==> src/hw/rtl/slt_pkg.sv <==
`timescale 1ns / 1ps
// ----------------------------------------------------------------------------
// slt_pkg
// Shared codes and types for the sentence lock table: opcodes, status codes,
// the request token that walks the cell chain and the table write command.
// ----------------------------------------------------------------------------
package slt_pkg;

  localparam int FILE_PORT_W = 32;
  localparam int SENT_W      = 16;
  localparam int OWNER_W     = 16;
  localparam int SLOT_IN_W   = 7;
  localparam int GRANT_W     = 6;
  // slot index carried on the chain; covers tables up to 1024 entries
  localparam int SLOT_W      = 10;

  localparam logic [1:0] OP_ACQUIRE  = 2'd0;
  localparam logic [1:0] OP_REL_SLOT = 2'd1;
  localparam logic [1:0] OP_REL_OWN  = 2'd2;
  localparam logic [1:0] OP_QUERY    = 2'd3;

  localparam logic [1:0] ST_OK     = 2'd0;
  localparam logic [1:0] ST_DENIED = 2'd1;
  localparam logic [1:0] ST_FULL   = 2'd2;
  localparam logic [1:0] ST_RANGE  = 2'd3;

  typedef struct packed {
    logic                   active;
    logic [1:0]             op;
    logic [FILE_PORT_W-1:0] fid;
    logic [SENT_W-1:0]      sent;
    logic [OWNER_W-1:0]     own;
    logic                   m_found;
    logic                   m_ok;
    logic [SLOT_W-1:0]      m_idx;
    logic                   f_found;
    logic [SLOT_W-1:0]      f_idx;
    logic                   hit;
  } token_t;

  typedef struct packed {
    logic                   set_en;
    logic                   clr_en;
    logic [SLOT_W-1:0]      idx;
    logic [FILE_PORT_W-1:0] fid;
    logic [SENT_W-1:0]      sent;
    logic [OWNER_W-1:0]     own;
  } wr_t;

endpackage

==> src/hw/rtl/slt_cell.sv <==
`timescale 1ns / 1ps
// ----------------------------------------------------------------------------
// slt_cell
// One lock entry. Compares the passing request token against its entry,
// updates the token and registers it before handing it to the next cell.
// ----------------------------------------------------------------------------
module slt_cell
  import slt_pkg::*;
#(
  parameter int IDX = 0,
  parameter int FW  = 32
) (
  input  logic   clk,
  input  logic   rst,
  input  token_t tok_in,
  input  wr_t    wr,
  output token_t tok_out
);

  logic              valid;
  logic [FW-1:0]     file;
  logic [SENT_W-1:0] sent;
  logic [OWNER_W-1:0] own;

  logic   file_eq;
  logic   here;
  token_t tok_next;

  assign file_eq = (file == tok_in.fid[FW-1:0]);
  assign here    = (wr.idx == SLOT_W'(IDX));

  always_comb begin
    tok_next = tok_in;
    if (tok_in.active && valid) begin
      if (tok_in.op == OP_ACQUIRE && !tok_in.m_found && file_eq && sent == tok_in.sent) begin
        tok_next.m_found = 1'b1;
        tok_next.m_ok    = (own == tok_in.own);
        tok_next.m_idx   = SLOT_W'(IDX);
      end
      if (tok_in.op == OP_QUERY && file_eq) tok_next.hit = 1'b1;
    end
    if (tok_in.active && !valid && tok_in.op == OP_ACQUIRE && !tok_in.f_found) begin
      tok_next.f_found = 1'b1;
      tok_next.f_idx   = SLOT_W'(IDX);
    end
  end

  always_ff @(posedge clk) begin
    if (rst) begin
      valid          <= 1'b0;
      tok_out.active <= 1'b0;
    end else begin
      tok_out <= tok_next;
      if (tok_in.active && tok_in.op == OP_REL_OWN && valid && own == tok_in.own)
        valid <= 1'b0;
      if (wr.clr_en && here) valid <= 1'b0;
      if (wr.set_en && here) valid <= 1'b1;
    end
    if (wr.set_en && here) begin
      file <= wr.fid[FW-1:0];
      sent <= wr.sent;
      own  <= wr.own;
    end
  end

endmodule

==> config.mk <==
export PLATFORM = sky130hd
export DESIGN_NAME = slt_cell
export DESIGN_NICKNAME = d
export VERILOG_FILES = /design/src/hw/rtl/slt_pkg.sv /design/src/hw/rtl/slt_cell.sv
export SDC_FILE = /design/constraint.sdc
export NUM_CORES = 1
export LEC_CHECK = 0
export ABC_AREA = 1
export BUFFER_PORTS_ARGS = -buffer_cell sky130_fd_sc_hd__buf_2
export CAP_MARGIN = 20
export CORE_ASPECT_RATIO = 2
export CORE_MARGIN = 3
export CORE_UTILIZATION = 43
export CTS_CLUSTER_SIZE = 10
export DETAILED_ROUTE_END_ITERATION = 8
export PLACE_DENSITY = 0.85
export RECOVER_POWER = 25
export SYNTH_ARGS = -nofsm -noshare
export SYNTH_HDL_FRONTEND = slang
export SYNTH_SLANG_ARGS = --single-unit
export TNS_END_PERCENT = 5
==> constraint.sdc <==
create_clock -name clk -period 2.76 [get_ports clk]
set_input_delay 0.69 -clock clk [delete_from_list [all_inputs] [get_ports clk]]
set_output_delay 0.69 -clock clk [all_outputs]
set_load 0.005 [all_outputs]
==> results.toml <==
[status]
status = "finished, final reports clean"

[timing]
fin_skew_ns = 0.00707
finalSetupViolCount = 0
hold-worst-slack_ns = 0.458
fin_crit_sh_pct = 71.6
timing.final.crit_period_ns = 1.98
rsz0062_at_grt = "false"
worst-slew-pin-transition_ns = 0.667
max-slew-margin-rel_pct = 55.4
postLayoutSetupSlackWorst_ns = 0.784
hold_violations = 0
fmax_mhz = 506
final-max-slew-violation-count = 0

[yosys]
synthesis.instances = 504
synthAdderAreaFrac_pct = 0
mux_cell_area_share_after_synthesis_pct = 0
yosysUniqueCellTypes = 22
synth_area_in_compound_gates_pct = 1.64
synthDominantAreaCellType = "sky130_fd_sc_hd__edfxtp_1"
yosys_warnings = 0
main_combinational_cell_family_by_area_after_synthesis = "simple AND/OR/NAND/NOR gates"
synth_fp_nets = 673
yosys.area_share.xor_xnor_pct = 2.56
yosys.area.top_type_share_pct = 75.0
simple_gate_share_of_the_synthesized_area_pct = 14.4
synthTopCellsByArea = "sky130_fd_sc_hd__edfxtp_1, sky130_fd_sc_hd__nand2_1, sky130_fd_sc_hd__inv_1"
syn_area_um2 = 6160
ys_ff_latch = 156
synth-seq-area-share_pct = 75.7
avgSynthCellArea_um2 = 12.2

[detailed_routing]
drt_iter0_drc = 164
routed-via-count = 4438
wl_per_cell_um = 14.4
route.detailed.drc = 0
drt_pass1_iterations = 5
final_antenna_net_count = 0
drt_wl_total_um = 14200
vias_per_cell = 4.50

[hold_path]
hold-path-endpoint = "own[6]"
whs_path_depth = 1
min-delay-path-class = "input pin to register"
holdCritStartpoint = "wr[6]"

[placement]
finalWeightedCongestion = 0.766
dp.final_hpwl_um = 10900
preCtsSetupSlack_ns = 0.359
port_buffer_count = 259

[layout]
layout_commonest_cell = "sky130_fd_sc_hd__buf_2"
post_route_cells_drive_above_1_share_pct = 33.6
syn2layout_area_growth_pct = 34.2
top_library_cells_by_usage_in_the_layout_fill_and_taps_aside = "sky130_fd_sc_hd__buf_2, sky130_fd_sc_hd__edfxtp_1, sky130_fd_sc_hd__nand2_1"
nets = 950

[clocking]
tritoncts_num_sinks = 156
h-tree-depth = 4
cts.reportedPaths.clkPinSlew_ns = 0.07
clockRootBuffer = "sky130_fd_sc_hd__clkbuf_16"
post-cts-setup-buffer-count = 0
clk_path_buf_depth = 2
postCtsHoldBufs = 0
cts_made_buffers = 17
cts_resized = 0
clock_tree_from_tritoncts = "yes"
insertion_delay_ns = 0.40

[worst_setup_path]
crit_path_max_fanout = 13
worst_path_max_delay_cell = "sky130_fd_sc_hd__nor2_2"
cpPeakStageDelay_ns = 0.42
setup.worst_path.start_class = "input pin"
critical_path_required_ns = 2.92
critPathBufInv = 2
timing.critical_path.arrival_ns = 2.13
cp_cell_sequence = "clkbuf_1 -> inv_1 -> nand2_1 -> nand2_1 -> nor2_1 -> nand2_1 -> nor2_1 -> nand2_1 -> nor2_2 -> nand2_1 -> nand2_1 -> nand2_1"
critical_path.most_common_cell = "sky130_fd_sc_hd__nand2_1"
worstRegToRegCells = 10
cell_family_with_the_largest_share_of_critical_path_delay = "simple AND/OR/NAND/NOR gates"
reg2reg_from = "file[6]"
worstSetupEndpointType = "register"
timing.critical_path.depth = 12
r2r-end = "tok_out[22]"
kind_of_critical_path = "input pin to register"
setup.reg_to_reg.worst_slack_ns = 0.81

[floorplan]
design.die.area_um2 = 15900
die-height_um = 175
rows = 61
die_width_um = 90.7
initial_utilization_pct = 44.1
ios = 260
core_region_area_um2 = 14000

[power_and_ir_drop]
power_density_nw_per_um2 = 655
p_leak_nw = 3.75
power.ir.vdd_worst_mv = 0.677
totalPowerFinal_mw = 5.42

[global_routing]
overall_track_demand_over_capacity_in_global_routing_pct = 18.0
grt_max_degree = 91
antenna_found_initial = 5
via_count_of_the_first_global_routing_pass = 4661
grt_first_pass_wirelength_um = 21900
gr-total-overflow = 0

[job]
max_capacitance_violation_total = 0
## cell usage after synthesis
| cell | n |
|---|---|
| sky130_fd_sc_hd__a21boi_0 | 10 |
| sky130_fd_sc_hd__a21oi_1 | 2 |
| sky130_fd_sc_hd__and2_1 | 1 |
| sky130_fd_sc_hd__buf_4 | 1 |
| sky130_fd_sc_hd__buf_6 | 1 |
| sky130_fd_sc_hd__clkbuf_1 | 1 |
| sky130_fd_sc_hd__dfxtp_1 | 2 |
| sky130_fd_sc_hd__edfxtp_1 | 154 |
| sky130_fd_sc_hd__inv_1 | 88 |
| sky130_fd_sc_hd__nand2_1 | 120 |
| sky130_fd_sc_hd__nand3_1 | 5 |
| sky130_fd_sc_hd__nand3_2 | 2 |
| sky130_fd_sc_hd__nand4_1 | 2 |
| sky130_fd_sc_hd__nor2_1 | 85 |
| sky130_fd_sc_hd__nor2_2 | 2 |
| sky130_fd_sc_hd__nor3_1 | 2 |
| sky130_fd_sc_hd__nor3b_1 | 1 |
| sky130_fd_sc_hd__o21ai_0 | 2 |
| sky130_fd_sc_hd__o22ai_1 | 1 |
| sky130_fd_sc_hd__or2_2 | 4 |
| sky130_fd_sc_hd__xnor2_1 | 6 |
| sky130_fd_sc_hd__xor2_1 | 12 |
## per-layer routing
layer	routed length [um]	vias to the layer above	track usage, %	share of wire (%)
met3	992	46	5.40	7.0
li1	-	2186	-	-
met2	8080	191	34.8	57
met1	4440	2009	16.0	31
met4	663	6	10.1	4.7
met5	30	-	0	0.21
## through the flow
stage | std cells | area (um^2) | setup TNS (ns) | util (%)
global route | 985 | 8270 | 0 | 59.2
finish | 986 | 8280 | 0 | 59.2
floorplan | 504 | 6170 | -10.36 | -
detailed placement | 951 | 7720 | 0 | 55.3
CTS | 983 | 8310 | 0 | 59.5
global placement | 951 | 7720 | 0 | 55.3
## state kept, by name, summed over array words and instances, names as in the netlist
signal,cells
valid,1
file,32
sent,16
tok_out,91
own,16
## kinds of logic after synthesis
logic type,Yosys count
buffers and inverters,91
AO/OA/AOI/OAI,15
flip-flops,156
XOR/XNOR,18
AND/OR/NAND/NOR,224
## worst reg2reg max path, cell delays in order, from the launching register on
cell	delay (ns)
sky130_fd_sc_hd__edfxtp_1	0.42
sky130_fd_sc_hd__nand2_1	0.09
sky130_fd_sc_hd__nand2_1	0.05
sky130_fd_sc_hd__nor2_1	0.11
sky130_fd_sc_hd__nand2_1	0.06
sky130_fd_sc_hd__nor2_1	0.18
sky130_fd_sc_hd__nand2_1	0.09
sky130_fd_sc_hd__nor2_2	0.42
sky130_fd_sc_hd__nand2_1	0.15
sky130_fd_sc_hd__nand2_1	0.09
sky130_fd_sc_hd__nand2_1	0.05
## layout make-up
type                    instances  area, um^2
inverters                      88         335
clock inverters                15         165
clock buffers                  17         425
diodes                          3        7.51
fillers                      1147        5690
multi-input cells             257        1150
repair buffers                261        1290
flip-flops and latches        156        4660
well taps                     189         236
## how the worst max path moves through the flow
stage / endpoint / from / slack, ns
2_1_floorplan: tok_out[0] / rst / -0.12
3_3_place_gp: tok_out[22] / tok_in[81] / 0.43
3_5_place_dp: tok_out[22] / tok_in[65] / 0.36
4_1_cts: tok_out[22] / file[6] / 0.76
5_1_grt: tok_out[22] / file[9] / 0.56
6_report: tok_out[22] / tok_in[62] / 0.78
## power breakdown
part           switching (mW)  internal [mW]
clock                   0.946           1.35
combinational           0.192          0.185
sequential             0.0231           2.72
Note: power is estimated with default switching activity, not from simulation.
